<file path="src/rtl/core/radial_collision_cost_stamp_assert.svh">
// Assertion macros used by the radial collision cost stamp top level.
`ifndef RADIAL_COLLISION_COST_STAMP_ASSERT_SVH
`define RADIAL_COLLISION_COST_STAMP_ASSERT_SVH
`ifndef SYNTHESIS
// Checked only while reset is released.
`define RCCS_ASSERT(lbl, clk_s, rstn_s, prop) \
  lbl: assert property (@(posedge clk_s) disable iff (!rstn_s) prop) \
    else $error("rccs assertion failed");
// Checked at every edge, reset included.
`define RCCS_ASSERT_ALWAYS(lbl, clk_s, prop) \
  lbl: assert property (@(posedge clk_s) prop) \
    else $error("rccs assertion failed");
`else
`define RCCS_ASSERT(lbl, clk_s, rstn_s, prop)
`define RCCS_ASSERT_ALWAYS(lbl, clk_s, prop)
`endif
`endif

</file>
<file path="src/rtl/core/rccs_pkg.sv">
// Types and constants of the radial collision cost stamp.
package rccs_pkg;
  localparam int IDX_W   = 12;
  localparam int COST_W  = 8;
  localparam int RAD_W   = 20;
  localparam int AX_W    = 22;
  localparam int SQ_W    = 44;
  localparam int S_W     = 45;
  localparam int T_W     = 61;
  localparam int CR_W    = 30;
  localparam int K_W     = 10;
  localparam int CFG_IDX_W  = 8;
  localparam int CFG_DATA_W = 32;

  localparam logic [CFG_IDX_W-1:0] REG_ENABLE        = 8'd0;
  localparam logic [CFG_IDX_W-1:0] REG_CENTER_X      = 8'd1;
  localparam logic [CFG_IDX_W-1:0] REG_CENTER_Y      = 8'd2;
  localparam logic [CFG_IDX_W-1:0] REG_DANGER_RADIUS = 8'd3;
  localparam logic [CFG_IDX_W-1:0] REG_GRID_ORIGIN_X = 8'd4;
  localparam logic [CFG_IDX_W-1:0] REG_GRID_ORIGIN_Y = 8'd5;
  localparam logic [CFG_IDX_W-1:0] REG_CELL_SIZE     = 8'd6;

  localparam logic [15:0] CELL_SIZE_RST = 16'd51;
  localparam logic [15:0] COST_SCALE_SQ = 16'd65025;
  localparam logic [K_W:0] K_LIMIT      = 11'd765;
  localparam logic [K_W:0] COST_MAX     = 11'd255;

  typedef struct packed {
    logic               en;
    logic signed [31:0] cx;
    logic signed [31:0] cy;
    logic [RAD_W-1:0]   r;
    logic signed [31:0] ox;
    logic signed [31:0] oy;
    logic [15:0]        csize;
  } cfg_t;

  typedef struct packed {
    logic [IDX_W-1:0]  col;
    logic [IDX_W-1:0]  row;
    logic [COST_W-1:0] old;
    logic              skip;
    logic [T_W-1:0]    t;
    logic [K_W-1:0]    acc;
    logic [CR_W-1:0]   acc_cr;
  } srch_t;
endpackage

</file>
<file path="src/rtl/core/rccs_sbit.sv">
// One bit of the search for the largest k with (k*r)^2 below t.
module rccs_sbit import rccs_pkg::*; #(
  parameter int BIT = 0
) (
  input  logic             clk,
  input  logic             rst_n,
  input  logic [RAD_W-1:0] radius,
  input  logic             in_valid,
  output logic             in_ready,
  input  srch_t            in_item,
  output logic             out_valid,
  input  logic             out_ready,
  output srch_t            out_item
);
  logic [2:0] v_r;
  logic [3:0] rdy;

  always_comb begin
    rdy[3] = out_ready;
    for (int k = 2; k >= 0; k--) begin
      rdy[k] = !v_r[k] || rdy[k+1];
    end
  end

  assign in_ready  = rdy[0];
  assign out_valid = v_r[2];

  always_ff @(posedge clk) begin
    if (!rst_n) begin
      v_r <= '0;
    end else begin
      if (rdy[0]) v_r[0] <= in_valid;
      if (rdy[1]) v_r[1] <= v_r[0];
      if (rdy[2]) v_r[2] <= v_r[1];
    end
  end

  srch_t           a_r, b_r, c_r;
  srch_t           c_nxt;
  logic [CR_W-1:0] a_cand_r, b_cand_r;
  logic [2*CR_W-1:0] b_sq_r;

  // Candidate product (acc | bit) * r, built by adding the shifted radius.
  always_ff @(posedge clk) begin
    if (rdy[0]) begin
      a_r      <= in_item;
      a_cand_r <= in_item.acc_cr + ({{(CR_W-RAD_W){1'b0}}, radius} << BIT);
    end
  end

  always_ff @(posedge clk) begin
    if (rdy[1]) begin
      b_r      <= a_r;
      b_cand_r <= a_cand_r;
      b_sq_r   <= a_cand_r * a_cand_r;
    end
  end

  always_comb begin
    c_nxt = b_r;
    if ({1'b0, b_sq_r} < b_r.t) begin
      c_nxt.acc    = b_r.acc | (K_W'(1) << BIT);
      c_nxt.acc_cr = b_cand_r;
    end
  end

  always_ff @(posedge clk) begin
    if (rdy[2]) begin
      c_r <= c_nxt;
    end
  end

  assign out_item = c_r;
endmodule

</file>
<file path="config.mk">
export PLATFORM = sky130hd
export DESIGN_NAME = rccs_sbit
export DESIGN_NICKNAME = d
export VERILOG_FILES = /design/src/rtl/core/radial_collision_cost_stamp_assert.svh /design/src/rtl/core/rccs_pkg.sv /design/src/rtl/core/rccs_sbit.sv
export SDC_FILE = /design/constraint.sdc
export NUM_CORES = 2
export LEC_CHECK = 0
export ABC_AREA = 1
export BUFFER_PORTS_ARGS = -buffer_cell sky130_fd_sc_hd__buf_2
export CELL_PAD_IN_SITES_DETAIL_PLACEMENT = 2
export CELL_PAD_IN_SITES_GLOBAL_PLACEMENT = 2
export CORE_UTILIZATION = 25
export CTS_BUF_LIST = sky130_fd_sc_hd__clkbuf_2
export DETAILED_ROUTE_END_ITERATION = 8
export PLACE_DENSITY = 0.66
export SYNTH_ARGS = -nofsm -noshare
export SYNTH_HDL_FRONTEND = slang
export SYNTH_SLANG_ARGS = --single-unit
export TNS_END_PERCENT = 10
</file>
<file path="constraint.sdc">
create_clock -name clk -period 12.1 [get_ports clk]
set_input_delay 2.42 -clock clk [delete_from_list [all_inputs] [get_ports clk]]
set_output_delay 2.42 -clock clk [all_outputs]
set_load 0.02 [all_outputs]
</file>
After elaboration in Yosys (flattened, before gate mapping). Cells that the tools add are included.

Register bits after elaboration: 525. Word-level logic and storage cells: 38. Output and inout port bits: 136.

Multiply operators: 1. Reduce and logical (&&, ||, !) cells: 6. Muxes and demuxes: 1. $add $sub $neg: 1. $lt $le $gt $ge: 1.

Operators with widths (count): < comparator 60 x 61 -> 1 bit (1); multiplier 30 x 30 -> 60 bit (1); adder 30 x 20 -> 30 bit (1); 2-to-1 mux 30 bit (1); zero test 1 bit (3); logical OR 1 bit (3).

Longest topological paths before layout.
Depth in word-level cells: 4. Mapped depth: 33. Depth with buffers taken out: 31.

Worst setup path before layout. OpenSTA, ideal clock, no wires.

Kind: input -> output. From: input out_ready. To: output in_ready. Required time: 9.680 ns. Arrival: 9.312 ns. Stages: 4. Setup slack: 0.368 ns. Path through: inv_1 -> nand2_1 -> nor2_1 -> nand2_1.

Cells in the longest elaborated chain, start to end: 3.

RTL lines: start: declaration (RTL line rccs_sbit.sv:12) `input logic out_ready,`; logical OR 1 bit (RTL line rccs_sbit.sv:21) `rdy[k] = !v_r[k] || rdy[k+1];`; via rdy[2] (RTL line rccs_sbit.sv:16) `logic [3:0] rdy;`; logical OR 1 bit (2 in a row) (RTL line rccs_sbit.sv:21); end: declaration (RTL line rccs_sbit.sv:9) `output logic in_ready,`.

The timed path passes the listed nets, and every way through them passes these cells.

Worst setup path in the final report.
From: register a_cand_r[7]. To: register b_sq_r[56], data pin.

Cells in the longest elaborated chain, start to end: 1.

RTL lines: start: declaration (RTL line rccs_sbit.sv:40) `logic [CR_W-1:0] a_cand_r, b_cand_r;`; start signal: assignment (RTL line rccs_sbit.sv:47) `a_cand_r <= in_item.acc_cr + ({{(CR_W-RAD_W){1'b0}}, radius} << BIT);`; multiplier 30 x 30 -> 60 bit (RTL line rccs_sbit.sv:55) `b_sq_r <= a_cand_r * a_cand_r;`; end signal: assignment (RTL line rccs_sbit.sv:55); end: declaration (RTL line rccs_sbit.sv:41) `logic [2*CR_W-1:0] b_sq_r;`.

No other way between the ends. A chain may end at the register's enable or synchronous reset.

==> reports/metrics.cfg <==
[run_status]
status=completed

[setup_path]
r2r_end=b_sq_r[56]
r2r_slack_ns=4.10
startpoint=a_cand_r[7]
end_kind=register
r2r_cells=25
path_class=register to register
cpLargestDelayFamily=adder cells
crit_path_top_delay_cell=edfxtp_1
worstPathArrival_ns=9.21
startpoint_type=register
path_max_fanout=19
critPathMaxStageDelay_ns=0.75
timing.rr.start=a_cand_r[7]
critPathRequiredTime_ns=13.31
crit_top_cell=fa_1
crit_buf_inv=7

[sta]
hold-worst-slack_ns=0.3205
rsz0062_at_grt=false
fin_tns_setup_ns=0
setup_viol=0
relSlewSlack=0.3153
worstMarginPinSlew_ns=1.027
period_share=0.6608
hold_viol_final=0
clock_skew_ns=0.1951
timing.fmax_ghz=0.1251
fin_ws_ns=4.104
slew_viol_final=0
period_needed_ns=7.996

[drt]
drtPass1Iterations=5
drt_iter0_drc=1173
postRouteAntennaNets=0
routed-via-count=32540
viasPerCell=4.202
avgRoutedWirePerCell_um=19.37
drc_errors=0
wl_um=150000

[clocking]
post_cts_buffers=0
ctsResizeCount=0
path_clk_slew_ns=0.11
root_buffer=clkbuf_2
cts_hold_buf=0
clock_path_buffers=3
clock_latency_ns=1.56
cts_inserted_buffers=147
cts_max_level=4
clock-sinks=523
cts_tree=done

[grt]
grt_pass1_vias=38370
grt-ovfl-total=0
grt.total_usage=0.1613
grt_pass1_wl_um=230500
antenna_found_initial=5
grt_max_degree=107

[run]
maxCapViolations=0

[synth]
syn_nets=5968
ys_ff_latch=523
yosys_warnings=0
syn_area_mm2=0.04691
syn_inst=4776
netlist-cell-type-count=34
syn_area_per_cell_um2=9.823
ys_seq_area_frac=0.3341

[place]
place_congestion=0.8628
place_ws_ns=4.142
portBuffers=293
hpwl_um=120700
dp.cells=7489

[hold_path]
hp-class=register to register
worstHoldStart=b_r[35]
whs_path_depth=0
min_to=out_item[35]

[floorplan]
std_cell_rows=158
die_y_um=435.2
io_pins=294
start_util=0.2525
die_area_mm2=0.1894
core_area_mm2=0.1858
dieWidth_um=435.2

[layout]
drive_gt1_frac=0.1097
final_cells=7745
layout.nets=6350
area_delta_synth_final_pct=12.55

## worst max path at each step
stage,endpoint,slack (ns),depth (start not counted)
final,b_sq_r[56],4.10,25
after global routing,b_sq_r[42],3.69,25
after CTS,b_sq_r[56],3.99,25
after detailed placement,b_sq_r[40],4.14,25
after global placement,b_sq_r[56],4.32,25
after floorplan,in_ready,0.37,4
## Yosys cell counts (all sizes together)
cell / instances / area, um^2
clkbuf: 75 / 281.5
a31o: 1 / 8.760
xor2: 57 / 499.2
o21ai: 24 / 127.6
o21a: 2 / 15.01
a21boi: 3 / 22.52
buf: 24 / 108.9
nor2: 164 / 618.1
o21bai: 25 / 187.7
ha: 338 / 4229
fa: 696 / 13930
nand3: 120 / 605.6
a21oi: 97 / 489.2
nand4: 27 / 168.9
a31oi: 1 / 6.260
inv: 1428 / 5360
dfxtp: 3 / 60.06
xnor2: 15 / 131.4
edfxtp: 520 / 15610
nand2: 1118 / 4199
nor3: 15 / 85.08
or2: 6 / 37.54
and2: 4 / 26.28
a21o: 13 / 97.59
## kinds of logic after synthesis
kind of cell | share of synthesized area
flops | 0.3341
xor+xnor | 0.01344
compound gates | 0.02035
buf+inv | 0.1226
fa+ha+maj | 0.3871
simple gates | 0.1224
## state kept, by name, indices dropped and copies added, names as in the netlist
register and flops:
a_r 134, b_r 134, v_r 3, a_cand_r 30, out_item 134, b_cand_r 30, b_sq_r 58
## per-stage QoR
stage / util / cell area, um^2
after floorplan: - / 46910
after detailed placement: 0.2768 / 51430
final: 0.2841 / 52800
after global placement: 0.2768 / 51430
after global routing: 0.2841 / 52800
after CTS: 0.2841 / 52790
## area by class of cell
cell class                 count  area (um^2)
clock buffer                 200         1001
multi-input combinational   2726        25510
antenna                        5        12.51
clock inverter                51        360.3
fill                       21050       133000
sequential                   523        15680
inverter                    1428         5368
tap                         2480         3103
timing repair buffer         332         1772
## cells in the final DEF, fill, tap and decap left out, types with 22 or more instances in the layout
| cell | count |
|---|---|
| o21bai_1 | 25 |
| xor2_1 | 57 |
| buf_4 | 38 |
| a21oi_1 | 96 |
| inv_1 | 1426 |
| edfxtp_1 | 520 |
| ha_1 | 338 |
| clkbuf_2 | 200 |
| buf_2 | 293 |
| nand2_1 | 1115 |
| o21ai_0 | 22 |
| nand3_1 | 119 |
| nand4_1 | 27 |
| clkinv_1 | 26 |
| fa_1 | 696 |
| nor2_1 | 163 |
## routing by layer
layer	vias up	GRT usage	share of wire
li1	14980	-	-
met1	16780	0.2138	0.46
met2	581	0.2684	0.47
met3	195	0.02979	0.041
met4	4	0.04384	0.022
met5	-	0	0.00018
Power is left out: the tool's default activity adds up to more than one toggle a clock period on the data nets, which glitch-free logic cannot reach.
