==> config.mk <==
export PLATFORM = sky130hd
export DESIGN_NAME = rccs_back
export DESIGN_NICKNAME = d
export VERILOG_FILES = /design/src/rtl/core/radial_collision_cost_stamp_assert.svh /design/src/rtl/core/rccs_pkg.sv /design/src/rtl/core/rccs_back.sv
export SDC_FILE = /design/constraint.sdc
export NUM_CORES = 1
export LEC_CHECK = 0
export ABC_AREA = 0
export BUFFER_PORTS_ARGS = -buffer_cell sky130_fd_sc_hd__buf_2
export CORE_ASPECT_RATIO = 1.4
export CORE_UTILIZATION = 23
export DETAILED_ROUTE_END_ITERATION = 12
export SLEW_MARGIN = 20
export SYNTH_ARGS = -nofsm -noshare
export SYNTH_HDL_FRONTEND = slang
export SYNTH_SLANG_ARGS = --single-unit
==> constraint.sdc <==
create_clock -name clk -period 5.85 [get_ports clk]
set_clock_uncertainty 0.15 [all_clocks]
set_input_delay 0.2925 -clock clk [delete_from_list [all_inputs] [get_ports clk]]
set_output_delay 0.2925 -clock clk [all_outputs]
set_load 0.02 [all_outputs]
==> src/rtl/core/radial_collision_cost_stamp_assert.svh <==
// Assertion macros used by the radial collision cost stamp top level.
`ifndef RADIAL_COLLISION_COST_STAMP_ASSERT_SVH
`define RADIAL_COLLISION_COST_STAMP_ASSERT_SVH
`ifndef SYNTHESIS
// Checked only while reset is released.
`define RCCS_ASSERT(lbl, clk_s, rstn_s, prop) \
  lbl: assert property (@(posedge clk_s) disable iff (!rstn_s) prop) \
    else $error("rccs assertion failed");
// Checked at every edge, reset included.
`define RCCS_ASSERT_ALWAYS(lbl, clk_s, prop) \
  lbl: assert property (@(posedge clk_s) prop) \
    else $error("rccs assertion failed");
`else
`define RCCS_ASSERT(lbl, clk_s, rstn_s, prop)
`define RCCS_ASSERT_ALWAYS(lbl, clk_s, prop)
`endif
`endif

==> src/rtl/core/rccs_pkg.sv <==
// Types and constants of the radial collision cost stamp.
package rccs_pkg;
  localparam int IDX_W   = 12;
  localparam int COST_W  = 8;
  localparam int RAD_W   = 20;
  localparam int AX_W    = 22;
  localparam int SQ_W    = 44;
  localparam int S_W     = 45;
  localparam int T_W     = 61;
  localparam int CR_W    = 30;
  localparam int K_W     = 10;
  localparam int CFG_IDX_W  = 8;
  localparam int CFG_DATA_W = 32;

  localparam logic [CFG_IDX_W-1:0] REG_ENABLE        = 8'd0;
  localparam logic [CFG_IDX_W-1:0] REG_CENTER_X      = 8'd1;
  localparam logic [CFG_IDX_W-1:0] REG_CENTER_Y      = 8'd2;
  localparam logic [CFG_IDX_W-1:0] REG_DANGER_RADIUS = 8'd3;
  localparam logic [CFG_IDX_W-1:0] REG_GRID_ORIGIN_X = 8'd4;
  localparam logic [CFG_IDX_W-1:0] REG_GRID_ORIGIN_Y = 8'd5;
  localparam logic [CFG_IDX_W-1:0] REG_CELL_SIZE     = 8'd6;

  localparam logic [15:0] CELL_SIZE_RST = 16'd51;
  localparam logic [15:0] COST_SCALE_SQ = 16'd65025;
  localparam logic [K_W:0] K_LIMIT      = 11'd765;
  localparam logic [K_W:0] COST_MAX     = 11'd255;

  typedef struct packed {
    logic               en;
    logic signed [31:0] cx;
    logic signed [31:0] cy;
    logic [RAD_W-1:0]   r;
    logic signed [31:0] ox;
    logic signed [31:0] oy;
    logic [15:0]        csize;
  } cfg_t;

  typedef struct packed {
    logic [IDX_W-1:0]  col;
    logic [IDX_W-1:0]  row;
    logic [COST_W-1:0] old;
    logic              skip;
    logic [T_W-1:0]    t;
    logic [K_W-1:0]    acc;
    logic [CR_W-1:0]   acc_cr;
  } srch_t;
endpackage

==> src/rtl/core/rccs_back.sv <==
// Final stage: cost from the search result, saturation and max with the old cost.
module rccs_back import rccs_pkg::*; (
  input  logic              clk,
  input  logic              rst_n,
  input  logic              in_valid,
  output logic              in_ready,
  input  srch_t             in_item,
  output logic              out_valid,
  input  logic              out_ready,
  output logic [IDX_W-1:0]  out_col,
  output logic [IDX_W-1:0]  out_row,
  output logic [COST_W-1:0] out_cost
);
  logic              v_r;
  logic [IDX_W-1:0]  col_r, row_r;
  logic [COST_W-1:0] cost_r;
  logic [K_W:0]      k, cost, sat;
  logic [COST_W-1:0] cost_nxt;

  assign in_ready = !v_r || out_ready;

  always_comb begin
    // Smallest k with (k*r)^2 >= t is one above the search result, or zero.
    k    = (in_item.t == '0) ? '0 : ({1'b0, in_item.acc} + 11'd1);
    cost = K_LIMIT - k;
    sat  = (cost > COST_MAX) ? COST_MAX : cost;
    if (in_item.skip || (k > K_LIMIT)) begin
      cost_nxt = in_item.old;
    end else if (sat[COST_W-1:0] > in_item.old) begin
      cost_nxt = sat[COST_W-1:0];
    end else begin
      cost_nxt = in_item.old;
    end
  end

  always_ff @(posedge clk) begin
    if (!rst_n) begin
      v_r <= 1'b0;
    end else if (in_ready) begin
      v_r <= in_valid;
    end
  end

  always_ff @(posedge clk) begin
    if (in_ready) begin
      col_r  <= in_item.col;
      row_r  <= in_item.row;
      cost_r <= cost_nxt;
    end
  end

  assign out_valid = v_r;
  assign out_col   = col_r;
  assign out_row   = row_r;
  assign out_cost  = cost_r;
endmodule

# == Word level (Yosys, flattened, before mapping) ==
# Cells that the tools add are included.
# totals
inputBits,138
regBits,33
out_inout_bits,34
# classes
n_addsub,2
n_reduce_logical,4
order_cmp,3
n_mux,4
# op_table
cell,n
$logic_not A61 Y1,1
$mux W8,3
$add A10 B1 Y11 const B,1
$gt A11 B10 Y1 const B,1
$gt A11 B8 Y1 const B,1
$mux W11,1
$sub A10 B11 Y11 const A,1
$gt A8 B8 Y1,1
$logic_or A1 B1 Y1,2
$logic_not A1 Y1,1

# == Logic depth before layout (Yosys ltp) ==
# logic_depth
ltp_word,8
ltp_mapped,23
depth_no_buf,21

# == Worst setup path before layout ==
# Ideal clock, no wire load.
# synth_path
path_type,input-to-reg
start,input in_item[43] in the netlist's numbering
end,"register cost_r[6], in the netlist out_cost[6], data pin"
t_arrival_ps,4348
required_time_ps,5431
slack_ps,1084
cell_stages,23
n_path_buf,2
setup_time_ps,269
cell_sequence,nor4_1 -> nand4_1 -> nor4_1 -> nand2b_1 -> inv_1 -> ha_1 -> nor2b_1 -> mux2i_1 -> o311ai_0 -> a211o_2 -> o22ai_2 -> o31a_1 -> buf_6 -> nand2_1 -> ha_1 -> nor2b_1 -> o21a_1 -> o21ai_0 -> a21oi_1 -> o221a_2 -> buf_2 -> nor2_1 -> a31oi_1
# synth_between
elab_chain_len,8
elab_cells_between_ends,10
# synth_rtl
item,line,text
"start, declared",rccs_back.sv:7,"input srch_t in_item,"
$logic_not A61 Y1 (*),rccs_back.sv:24,"k = (in_item.t == '0) ? '0 : ({1'b0, in_item.acc} + 11'd1);"
$mux W11 (*),rccs_back.sv:24,
$sub A10 B11 Y11,rccs_back.sv:25,cost = K_LIMIT - k;
$gt A11 B8 Y1,rccs_back.sv:26,sat = (cost > COST_MAX) ? COST_MAX : cost;
$mux W8,rccs_back.sv:26,
$gt A8 B8 Y1,rccs_back.sv:29,end else if (sat[COST_W-1:0] > in_item.old) begin
$mux W8,rccs_back.sv:29,
$mux W8 (*),rccs_back.sv:27,if (in_item.skip || (k > K_LIMIT)) begin
via cost_nxt[6],rccs_back.sv:18,logic [COST_W-1:0] cost_nxt;
"end signal, assigned",rccs_back.sv:48,cost_r <= cost_nxt;
"end, declared",rccs_back.sv:16,logic [COST_W-1:0] cost_r;
# Mark *: on every way through the listed nets, which the timed path passes. The rest lies on a longest branch.
# A chain may end at the register's enable or synchronous reset.

# == Worst setup path in the final report ==
# layout_path
start,input in_item[90] in the netlist's numbering
end,"register cost_r[7], in the netlist out_cost[7], data pin"
# Same word-level chain as after synthesis.

==> results.cfg <==
[clocking]
cts.clk_slew.worst_paths_ns = 0.05
cts_sinks = 33
cts_max_path_buffers = 2
post_cts_buffers = 0
cts_tree = built
cts_max_level = 2
insertion_delay_ns = 0.27
cts-root-buf = clkbuf_16
cts_buffers = 5
cts_hold_buf = 0
postCtsResizedCells = 0

[drt]
vias = 2091
ant_nets = 0
drt_iter0_drc = 88
drt_first_pass_iters = 4
wl_um = 5883
drc = 0
wl_per_cell_um = 13.25
routed_via_density = 4.709

[timing]
slew-limit-headroom_pct = 62.28
rsz0062_at_grt = false
max_freq_mhz = 192.2
hold_viol = 0
worst_pin_slew_ns = 0.5607
fin_crit_sh_pct = 88.92
setup_tns_ns = 0
final-max-slew-violation-count = 0
whs_ns = 0.04567
setup_viol = 0
fin_crit_ns = 5.202

[logic_synthesis]
synthArstFlopShare_pct = 0
synth_cell_types = 46
synthTopCellsByArea = edfxtp_1, ha_1, nor4_1
synth_nets = 342
synth_top_cell_by_area = edfxtp_1
synth_top_cell_area_share_pct = 47.35
syn-instance-count = 194
ys.flop_type = edfxtp_1
avgSynthCellArea_sq_um = 10.46
ys_seq_area_share_pct = 48.34
ys_warn_count = 0
synth_edf_count = 32
synth-seq-cells = 33
syn_area_sq_um = 2029

[run]
drv_cap = 0

[die]
start_util_pct = 23.71
rows = 40
core_area_sq_um = 8558
die_area_sq_um = 9209
fp.dieW_um = 81.39
io-pin-count = 172
dieHeight_um = 113.1

[setup_path]
critPathRequiredTime_ns = 5.70
worst-r2r-cell-count = 2
worstReg2RegStart = out_valid
crit_fanout = 16
path_class = in2reg
r2r-end = out_row[1]
worst_setup_path_end_kind = flip-flop
worstSetupStartpointType = primary input
ff2ff_setup_slack_ns = 4.61
cp.arrival_ns = 5.05

[finish]
final-seq-area_sq_um = 980.9
instances_no_fill = 444
final_common_cell = buf_2
drive_above_1_share_pct = 47.49
fillers = 900
diodes = 0
syn2layout_area_growth_pct = 46.98
multiInputGateArea_sq_um = 947.2
nets = 486
final_cell_mix = buf_2, edfxtp_1, nor2_1, nor4_1, nand2_1

[power]
sw_frac_of_total_pct = 26.41
power_mw = 0.6803
clockPowerShare_pct = 35.9
leakage_nw = 1.348
p_per_area_nw_per_um2 = 228.1
pwr-share-seq_pct = 41.8
vdd_drop_max_v = 0.0001892
pwr-share-comb_pct = 22.3
internal_power_mw = 0.5006
switchingPower_mw = 0.1797

[outcome]
status = finished, final reports clean

[worst_hold_path]
hold_path_end = out_col[9]
worstHoldPathCells = 1
hold_class = in2reg
hp-start = in_item[131]

[placed_design]
dpl.hpwl_um = 4992
port_buffers = 141
dp_cells = 436
place.gp.congestion = 0.8002

[grt]
antenna_found_initial = 0
overflow = 0
grt_pass1_vias = 2036
grt_max_degree = 35
grt_pass1_wl_um = 9135
grt.total_usage_pct = 12.78
-- synthesized netlist by cell type, drive strengths merged (2+ instances only) --
library cell	number
edfxtp	32
nor2	17
nor4	16
nand2	15
inv	12
a21oi	10
ha	10
a31oi	7
buf	7
nand4	7
o21ai	7
xnor2	7
nor2b	4
and3	3
nand2b	3
nor3	3
xor2	3
a311oi	2
a32oi	2
and2	2
and4	2
mux2i	2
nand3	2
nand4b	2
-- state kept, by name, summed over array words and instances, names as in the netlist --
register and cells:
out_col 12, out_cost 8, out_valid 1, out_row 12
-- critical path, cell delays in order --
cell and delay, ns:
buf_2 0.11, nor4_1 0.53, nand4_1 0.17, nor4_1 0.36, buf_4 0.21, nand2b_1 0.15
inv_1 0.06, ha_1 0.21, nor2b_1 0.15, mux2i_1 0.30, o311ai_0 0.22, a211o_2 0.37
o22ai_2 0.17, o31a_1 0.30, nand2_1 0.08, ha_1 0.29, nor2b_1 0.13, o21a_1 0.16
o21ai_0 0.14, a21oi_1 0.08, o221a_2 0.37, nor2_1 0.12, a31oi_1 0.06
-- through the flow --
stage | setup slack [ns] | instance area, sq um | utilization [%]
3_5_place_dp | 0.3581 | 2840 | 33.19
5_1_grt | 0.2189 | 2983 | 34.85
6_report | 0.6479 | 2983 | 34.85
4_1_cts | 0.6283 | 2983 | 34.85
2_1_floorplan | 1.084 | 2029 | -
3_3_place_gp | 0.3940 | 2840 | 33.19
-- cell families (layout without fill, tap and decap cells) --
kind of cell | Yosys count | after routing | synth area share, %
buffers and inverters | 20 | 165 | 4.993
AND/OR/NAND/NOR | 80 | 80 | 21.33
adder cells (fa/ha/maj) | 10 | 10 | 6.165
flip-flops | 33 | 33 | 48.34
multiplexers | 3 | 3 | 1.541
AO/OA/AOI/OAI | 38 | 38 | 13.32
XOR/XNOR | 10 | 10 | 4.316
-- power by group through the flow --
stage                     Sequential (mW)  Clock (mW)  Combinational [mW]
after floorplan                     0.314           0              0.0597
after global placement              0.289           0               0.150
after detailed placement            0.289           0               0.153
after CTS                           0.285       0.251               0.153
after global routing                0.286       0.262               0.170
final                               0.284       0.244               0.152
-- area by class of cell --
class / count / area share, %
clock buffers: 5 / 4.195
repair buffers: 145 / 24.66
flip-flops and latches: 33 / 32.89
inverters: 12 / 1.510
clock inverters: 3 / 0.5872
multi-input cells: 141 / 31.75
well taps: 105 / 4.404
-- layer usage --
| layer | up-vias | GRT usage (%) | share of wire (%) |
|---|---|---|---|
| met5 | - | 0 | 0 |
| li1 | 1031 | - | - |
| met1 | 952 | 15.15 | 40 |
| met2 | 96 | 21.72 | 48 |
| met4 | 0 | 5.357 | 2.3 |
| met3 | 12 | 2.742 | 9.3 |
-- worst max path at each step --
stage	from	end	depth (start not counted)
global placement	in_item[90]	out_cost[7]	23
floorplan	in_item[43]	out_cost[6]	23
finish	in_item[90]	out_cost[7]	23
global route	in_item[90]	out_cost[4]	23
detailed placement	in_item[90]	out_cost[7]	23
CTS	in_item[90]	out_cost[7]	23
(Power assumes the default switching activity.)
