`src/rtl/core/radial_collision_cost_stamp_assert.svh`:
```
// Assertion macros used by the radial collision cost stamp top level.
`ifndef RADIAL_COLLISION_COST_STAMP_ASSERT_SVH
`define RADIAL_COLLISION_COST_STAMP_ASSERT_SVH
`ifndef SYNTHESIS
// Checked only while reset is released.
`define RCCS_ASSERT(lbl, clk_s, rstn_s, prop) \
  lbl: assert property (@(posedge clk_s) disable iff (!rstn_s) prop) \
    else $error("rccs assertion failed");
// Checked at every edge, reset included.
`define RCCS_ASSERT_ALWAYS(lbl, clk_s, prop) \
  lbl: assert property (@(posedge clk_s) prop) \
    else $error("rccs assertion failed");
`else
`define RCCS_ASSERT(lbl, clk_s, rstn_s, prop)
`define RCCS_ASSERT_ALWAYS(lbl, clk_s, prop)
`endif
`endif

```
`src/rtl/core/rccs_pkg.sv`:
```
// Types and constants of the radial collision cost stamp.
package rccs_pkg;
  localparam int IDX_W   = 12;
  localparam int COST_W  = 8;
  localparam int RAD_W   = 20;
  localparam int AX_W    = 22;
  localparam int SQ_W    = 44;
  localparam int S_W     = 45;
  localparam int T_W     = 61;
  localparam int CR_W    = 30;
  localparam int K_W     = 10;
  localparam int CFG_IDX_W  = 8;
  localparam int CFG_DATA_W = 32;

  localparam logic [CFG_IDX_W-1:0] REG_ENABLE        = 8'd0;
  localparam logic [CFG_IDX_W-1:0] REG_CENTER_X      = 8'd1;
  localparam logic [CFG_IDX_W-1:0] REG_CENTER_Y      = 8'd2;
  localparam logic [CFG_IDX_W-1:0] REG_DANGER_RADIUS = 8'd3;
  localparam logic [CFG_IDX_W-1:0] REG_GRID_ORIGIN_X = 8'd4;
  localparam logic [CFG_IDX_W-1:0] REG_GRID_ORIGIN_Y = 8'd5;
  localparam logic [CFG_IDX_W-1:0] REG_CELL_SIZE     = 8'd6;

  localparam logic [15:0] CELL_SIZE_RST = 16'd51;
  localparam logic [15:0] COST_SCALE_SQ = 16'd65025;
  localparam logic [K_W:0] K_LIMIT      = 11'd765;
  localparam logic [K_W:0] COST_MAX     = 11'd255;

  typedef struct packed {
    logic               en;
    logic signed [31:0] cx;
    logic signed [31:0] cy;
    logic [RAD_W-1:0]   r;
    logic signed [31:0] ox;
    logic signed [31:0] oy;
    logic [15:0]        csize;
  } cfg_t;

  typedef struct packed {
    logic [IDX_W-1:0]  col;
    logic [IDX_W-1:0]  row;
    logic [COST_W-1:0] old;
    logic              skip;
    logic [T_W-1:0]    t;
    logic [K_W-1:0]    acc;
    logic [CR_W-1:0]   acc_cr;
  } srch_t;
endpackage

```
`src/rtl/core/rccs_front.sv`:
```
// Front stages: cell center offsets, squares and the scaled squared distance.
module rccs_front import rccs_pkg::*; #(
  parameter int GRID_DIM = 4096
) (
  input  logic              clk,
  input  logic              rst_n,
  input  cfg_t              cfg,
  input  logic              in_valid,
  output logic              in_ready,
  input  logic [IDX_W-1:0]  in_col,
  input  logic [IDX_W-1:0]  in_row,
  input  logic [COST_W-1:0] in_old,
  output logic              out_valid,
  input  logic              out_ready,
  output srch_t             out_item
);
  localparam logic [16:0] GRID_LIM = 17'(GRID_DIM);

  logic [4:0] v_r;
  logic [5:0] rdy;

  always_comb begin
    rdy[5] = out_ready;
    for (int k = 4; k >= 0; k--) begin
      rdy[k] = !v_r[k] || rdy[k+1];
    end
  end

  assign in_ready  = rdy[0];
  assign out_valid = v_r[4];

  always_ff @(posedge clk) begin
    if (!rst_n) begin
      v_r <= '0;
    end else begin
      if (rdy[0]) v_r[0] <= in_valid;
      for (int k = 1; k < 5; k++) begin
        if (rdy[k]) v_r[k] <= v_r[k-1];
      end
    end
  end

  // Stage 1: doubled cell center offset (2*index+1)*cell_size.
  logic [IDX_W-1:0]  s1_col_r, s1_row_r;
  logic [COST_W-1:0] s1_old_r;
  logic              s1_skip_r;
  logic [28:0]       s1_px_r, s1_py_r;
  logic [28:0]       px_nxt, py_nxt;
  logic              skip_nxt;

  assign px_nxt = {16'b0, in_col, 1'b1} * {13'b0, cfg.csize};
  assign py_nxt = {16'b0, in_row, 1'b1} * {13'b0, cfg.csize};
  assign skip_nxt = !cfg.en || (cfg.r == '0) || ({5'b0, in_col} >= GRID_LIM) ||
                    ({5'b0, in_row} >= GRID_LIM);

  always_ff @(posedge clk) begin
    if (rdy[0]) begin
      s1_col_r  <= in_col;
      s1_row_r  <= in_row;
      s1_old_r  <= in_old;
      s1_skip_r <= skip_nxt;
      s1_px_r   <= px_nxt;
      s1_py_r   <= py_nxt;
    end
  end

  // Stage 2: absolute doubled distance along each axis.
  logic [IDX_W-1:0]  s2_col_r, s2_row_r;
  logic [COST_W-1:0] s2_old_r;
  logic              s2_skip_r;
  logic [35:0]       s2_ax_r, s2_ay_r;
  logic [35:0]       dx_nxt, dy_nxt;

  assign dx_nxt = {{3{cfg.ox[31]}}, cfg.ox, 1'b0} + {7'b0, s1_px_r}
                - {{3{cfg.cx[31]}}, cfg.cx, 1'b0};
  assign dy_nxt = {{3{cfg.oy[31]}}, cfg.oy, 1'b0} + {7'b0, s1_py_r}
                - {{3{cfg.cy[31]}}, cfg.cy, 1'b0};

  always_ff @(posedge clk) begin
    if (rdy[1]) begin
      s2_col_r  <= s1_col_r;
      s2_row_r  <= s1_row_r;
      s2_old_r  <= s1_old_r;
      s2_skip_r <= s1_skip_r;
      s2_ax_r   <= dx_nxt[35] ? (36'd0 - dx_nxt) : dx_nxt;
      s2_ay_r   <= dy_nxt[35] ? (36'd0 - dy_nxt) : dy_nxt;
    end
  end

  // Stage 3: far-away test against three radii and the axis squares.
  logic [IDX_W-1:0]  s3_col_r, s3_row_r;
  logic [COST_W-1:0] s3_old_r;
  logic              s3_skip_r;
  logic [SQ_W-1:0]   s3_ax2_r, s3_ay2_r;
  logic [AX_W-1:0]   r3;
  logic              far;

  assign r3  = {2'b0, cfg.r} + {1'b0, cfg.r, 1'b0};
  assign far = (s2_ax_r > {14'b0, r3}) || (s2_ay_r > {14'b0, r3});

  always_ff @(posedge clk) begin
    if (rdy[2]) begin
      s3_col_r  <= s2_col_r;
      s3_row_r  <= s2_row_r;
      s3_old_r  <= s2_old_r;
      s3_skip_r <= s2_skip_r || far;
      s3_ax2_r  <= s2_ax_r[AX_W-1:0] * s2_ax_r[AX_W-1:0];
      s3_ay2_r  <= s2_ay_r[AX_W-1:0] * s2_ay_r[AX_W-1:0];
    end
  end

  // Stage 4: squared doubled distance.
  logic [IDX_W-1:0]  s4_col_r, s4_row_r;
  logic [COST_W-1:0] s4_old_r;
  logic              s4_skip_r;
  logic [S_W-1:0]    s4_s_r;

  always_ff @(posedge clk) begin
    if (rdy[3]) begin
      s4_col_r  <= s3_col_r;
      s4_row_r  <= s3_row_r;
      s4_old_r  <= s3_old_r;
      s4_skip_r <= s3_skip_r;
      s4_s_r    <= {1'b0, s3_ax2_r} + {1'b0, s3_ay2_r};
    end
  end

  // Stage 5: scale by 255 squared.
  srch_t s5_r;

  always_ff @(posedge clk) begin
    if (rdy[4]) begin
      s5_r.col    <= s4_col_r;
      s5_r.row    <= s4_row_r;
      s5_r.old    <= s4_old_r;
      s5_r.skip   <= s4_skip_r;
      s5_r.t      <= {16'b0, s4_s_r} * {45'b0, COST_SCALE_SQ};
      s5_r.acc    <= '0;
      s5_r.acc_cr <= '0;
    end
  end

  assign out_item = s5_r;
endmodule

```
`config.mk`:
```
export PLATFORM = sky130hd
export DESIGN_NAME = rccs_front
export DESIGN_NICKNAME = d
export VERILOG_FILES = /design/src/rtl/core/radial_collision_cost_stamp_assert.svh /design/src/rtl/core/rccs_pkg.sv /design/src/rtl/core/rccs_front.sv
export SDC_FILE = /design/constraint.sdc
export NUM_CORES = 2
export LEC_CHECK = 0
export BUFFER_PORTS_ARGS = -buffer_cell sky130_fd_sc_hd__buf_2
export CAP_MARGIN = 15
export CORE_MARGIN = 2
export CORE_UTILIZATION = 38
export CTS_BUF_LIST = sky130_fd_sc_hd__clkbuf_2
export CTS_CLUSTER_SIZE = 20
export DETAILED_ROUTE_END_ITERATION = 12
export PLACE_DENSITY = 0.65
export SETUP_SLACK_MARGIN = 0.4
export SYNTH_ARGS = -nofsm -noshare
export SYNTH_HDL_FRONTEND = slang
export SYNTH_SLANG_ARGS = --single-unit
```
`constraint.sdc`:
```
create_clock -name clk -period 7.6 [get_ports clk]
set_input_delay 1.52 -clock clk [delete_from_list [all_inputs] [get_ports clk]]
set_output_delay 1.52 -clock clk [all_outputs]
set_load 0.01 [all_outputs]
```
### After elaboration in Yosys (flattened, before gate mapping)

Cells that the tools add are included.

| storage, ports and cells | value |
|---|---|
| bits in writable memories | 0 |
| register bits | 494 |
| logic and storage cells | 67 |
| input bits | 201 |
| memory bits (read-only) | 0 |
| bits in latches | 0 |
| memories | 0 |

| operators by class | value |
|---|---|
| $mul | 5 |
| eq/ne operators | 0 |
| shifts and indexed selects | 0 |
| mux-type cells | 2 |
| div/mod/pow operators | 0 |
| bitwise gates (word level) | 0 |
| $add $sub $neg | 8 |
| order comparisons | 2 |
| reductions and logical operators | 15 |

Operators with widths:

| operator | number |
|---|---|
| $mul 22x22->44 | 2 |
| $gt 36x22->1 | 2 |
| $sub 1x35->36 const A | 2 |
| $mux 35 | 2 |
| $sub 34x33->35 | 2 |
| $add 33x30->34 | 2 |
| $mul 45x16->61 const B | 1 |
| $mul 13x16->29 | 2 |
| $add 44x44->45 | 1 |
| $add 20x21->22 | 1 |
| $logic_not 20->1 | 1 |
| $logic_or 1x1->1 | 8 |
| $logic_not 1->1 | 6 |

### Depth between registers and ports, before layout

| logic depth | value |
|---|---|
| depth in word-level cells | 6 |
| depth in mapped cells | 28 |
| mapped depth without buffers | 27 |

### Worst setup path before layout

Ideal clock, no wire load.

| timing | value |
|---|---|
| kind | register to register |
| start point | register s2_ay_r[3] |
| end point | register s3_ay2_r[42] (data pin) |
| path buffers | 1 |
| data arrival time | 6886 ps |
| cell stages (with the launch flop) | 24 |
| period minus slack after synthesis | 7145 ps |
| setup slack | 455 ps |
| path through | edfxtp_1 clkbuf_1 and2_1 fa_1 inv_1 fa_1 inv_1 fa_1 fa_1 inv_1 fa_1 inv_1 fa_1 fa_1 ha_1 nand3_1 or4_1 a211oi_1 o21ai_0 o31ai_1 a22oi_1 o21ai_0 o21ai_0 xnor2_1 |

| on the way | value |
|---|---|
| cells in the longest elaborated chain, start to end | 1 |

Ends and longest elaborated chain:

| what | line | text |
|---|---|---|
| from (decl) | rccs_front.sv:71 | `logic [35:0] s2_ax_r, s2_ay_r;` |
| from (signal assigned) | rccs_front.sv:86 | `s2_ay_r <= dy_nxt[35] ? (36'd0 - dy_nxt) : dy_nxt;` |
| $mul 22x22->44 | rccs_front.sv:108 | `s3_ay2_r <= s2_ay_r[AX_W-1:0] * s2_ay_r[AX_W-1:0];` |
| to (signal assigned) | rccs_front.sv:108 |  |
| to (decl) | rccs_front.sv:94 | `logic [SQ_W-1:0] s3_ax2_r, s3_ay2_r;` |

No other way between the ends.
A chain may end at the register's enable or synchronous reset.

### Final worst setup path

| timing | value |
|---|---|
| start point | register s2_ay_r[3] |
| end point | register s3_ay2_r[43] (data pin) |

Same word-level chain as after synthesis.

==> results.json <==
{
  "clk_pin_slew_worst_paths_ns": 0.08,
  "layout_setup_ws_ns": 0.537,
  "clock_sinks": 487,
  "min_period_ns": 7.06,
  "fin_tns_setup_ns": 0,
  "cp-start-kind": "register",
  "grt_pass1_vias": 56300,
  "final_util_pct": 42.3,
  "vias": 52300,
  "fin_crit_sh_pct": 92.9,
  "ant_nets": 0,
  "syn2layout_area_growth_pct": 10.5,
  "die_area_um2": 200000,
  "dpl_worst_slack_ns": 0.0640,
  "antenna_found_initial": 7,
  "ctsLongestPathBuffers": 3,
  "syn-instance-count": 7436,
  "synth_area_um2": 74700,
  "fin_nets": 10200,
  "vias_per_cell": 4.90,
  "drcViolationCount": 0,
  "ys_seq_elements": 487,
  "initial_core_util_pct": 38.3,
  "slew_headroom_pct": 19.4,
  "synth_area_leaders": "fa_1, edfxtp_1, ha_1",
  "yosysTopAreaCell": "fa_1",
  "synth_most_common_cell": "inv_1",
  "async_reset_ff_share_pct": 0,
  "synthTopCellsByCount": "inv_1, fa_1, ha_1",
  "grt-ovfl-total": 0,
  "drtPass1Iterations": 6,
  "ios": 337,
  "numCtsBuffers": 142,
  "avgSynthCellArea_um2": 10.0,
  "cts_htree_levels": 4,
  "maxCapViolCount": 0,
  "netlist.area_leader.share_pct": 33.6,
  "port_buffers": 295,
  "outcome": "completed",
  "hold_ws_ns": 0.242,
  "fmax_mhz": 142,
  "grt_use_total_pct": 19.5,
  "path_max_fanout": 4,
  "drt-total-wl_um": 192000,
  "drv_slew": 0,
  "worstSetupPathType": "register to register",
  "hold_viol": 0,
  "worstPathRequired_ns": 8.87,
  "drive_gt1_share_pct": 10.8,
  "setup_violations": 0,
  "yosysWarnings": 0,
  "cts-root-buf": "clkbuf_2",
  "fin_skew_ns": 0.142,
  "min_path_type": "input port to register",
  "routedWlPerCell_um": 18.0,
  "gp_congestion": 0.953,
  "rows": 162,
  "synth.distinct_cells": 85,
  "yosysSeqAreaShare_pct": 19.5,
  "worstSkewPairLatency_ns": 1.63,
  "synth_edf_count": 482,
  "grt_max_degree": 86,
  "core_um2": 195000,
  "die_x_um": 447,
  "fp.dieH_um": 447,
  "end_kind": "register",
  "max_slew.worst_pin.slew_ns": 1.21,
  "synth-main-ff-cell": "edfxtp_1",
  "critPathArrivalTime_ns": 8.33,
  "drt_iter0_markers": 2766,
  "dpl.hpwl_um": 161000,
  "grt_setup_unrepaired": "true",
  "grt_pass1_wl_um": 304000,
  "cts_tree": "built"
}
worst max-delay path: stages (launching register included):
cell and delay [ns]:
edfxtp_1 0.50, buf_6 0.18, and2_1 0.19, ha_4 0.26, xor2_2 0.18, fa_1 0.53, fa_1 0.55, inv_1 0.05
fa_1 0.45, fa_2 0.61, fa_1 0.47, fa_1 0.54, ha_4 0.31, a21o_1 0.12, a21o_1 0.11, a21o_1 0.21
buf_4 0.15, buf_4 0.10, nor3_1 0.03, nor2_1 0.18, a21oi_2 0.08, a211oi_2 0.31, a21oi_1 0.12, buf_4 0.16
o31ai_4 0.24, a21oi_2 0.08, xnor2_1 0.13
cells by family (layout without fill, tap and decap cells):
logic type / after synthesis / after routing / share of synthesized area [%]
simple gates: 1627 / 1627 / 10.5
other cells: 1 / 58 / 0.00502
compound gates: 889 / 889 / 7.75
mux: 8 / 8 / 0.114
fa+ha+maj: 2102 / 2102 / 47.8
buf+inv: 1958 / 2520 / 10.0
xor+xnor: 364 / 364 / 4.27
flops: 487 / 487 / 19.5
routing by layer:
metal | global-route usage (%) | routed length (um) | vias to the layer above
li1 | - | - | 24500
met1 | 24.0 | 78000 | 26200
met2 | 34.2 | 96300 | 1318
met3 | 3.18 | 9670 | 308
met4 | 7.87 | 7870 | 4
met5 | 0 | 22 | -
state kept, by name, summed over array words and instances, names as in the netlist, 5 cells and up:
register,count
s3_row_r,12
s1_px_r,29
s2_ax_r,36
s1_old_r,8
s3_old_r,8
s2_col_r,12
s3_col_r,12
s4_col_r,12
s3_ay2_r,42
s4_row_r,12
s3_ax2_r,43
s4_s_r,44
s2_old_r,8
s1_row_r,12
s1_col_r,12
v_r,5
out_item,93
s4_old_r,8
s2_ay_r,35
s1_py_r,28
s2_row_r,12
stage by stage:
step,cell area (um2),std cells
after floorplan,74900,7484
after global placement,80000,10300
final,82500,10700
after global routing,82500,10700
after CTS,81700,10600
after detailed placement,80000,10300
repair_timing:
action	CTS	global route
hold endpoints to repair	8	0
buffers inserted	22	41
gates cloned	0	0
endpoints found under the setup margin	27	37
pin swaps	5	45
hold buffers	8	0
gates resized for setup	11	100
cell usage in the layout, fill, tap and decap left out, types with 20 or more instances in the layout:
cell type / instances
o21bai_1: 38
buf_2: 295
o21ai_0: 141
nand2_1: 639
edfxtp_1: 482
nand3_1: 65
and2_1: 315
conb_1: 49
nor2b_1: 50
o31ai_1: 21
xor2_1: 106
clkbuf_2: 189
clkinv_1: 36
fa_1: 1244
nor2_1: 268
nor3_1: 52
o21a_1: 60
or3_1: 20
ha_1: 834
a211oi_1: 23
buf_4: 193
a21o_1: 141
nand2b_1: 41
xnor2_1: 256
a31oi_1: 29
a21oi_1: 261
and3_1: 33
inv_1: 1740
nand4_1: 43
area by class of cell:
type | count | area [um2]
tap | 2624 | 3280
multi-input combinational | 5039 | 53300
timing repair buffer | 522 | 3430
clock inverter | 64 | 412
fill | 18800 | 113000
clock buffer | 189 | 946
antenna | 9 | 22.5
inverter | 1745 | 6560
sequential | 487 | 14600
path summary, 6_finish.rpt:
kind | cells after the start | to | slack, ns | from
hold / removal | 3 | v_r[0]$_SDFFE_PN0P_ | 0.24 | in_valid
hold reg to reg | 0 | s3_row_r[0]$_DFFE_PP_ | 0.40 | s2_row_r[0]$_DFFE_PP_
setup reg to reg | 26 | s3_ay2_r[43]$_DFFE_PP_ | 0.54 | s2_ay_r[3]$_DFFE_PP_
setup / recovery | 26 | s3_ay2_r[43]$_DFFE_PP_ | 0.54 | s2_ay_r[3]$_DFFE_PP_
Power is not shown: default switching activity piles up to over one toggle a cycle in this logic, so the estimate is an artifact.
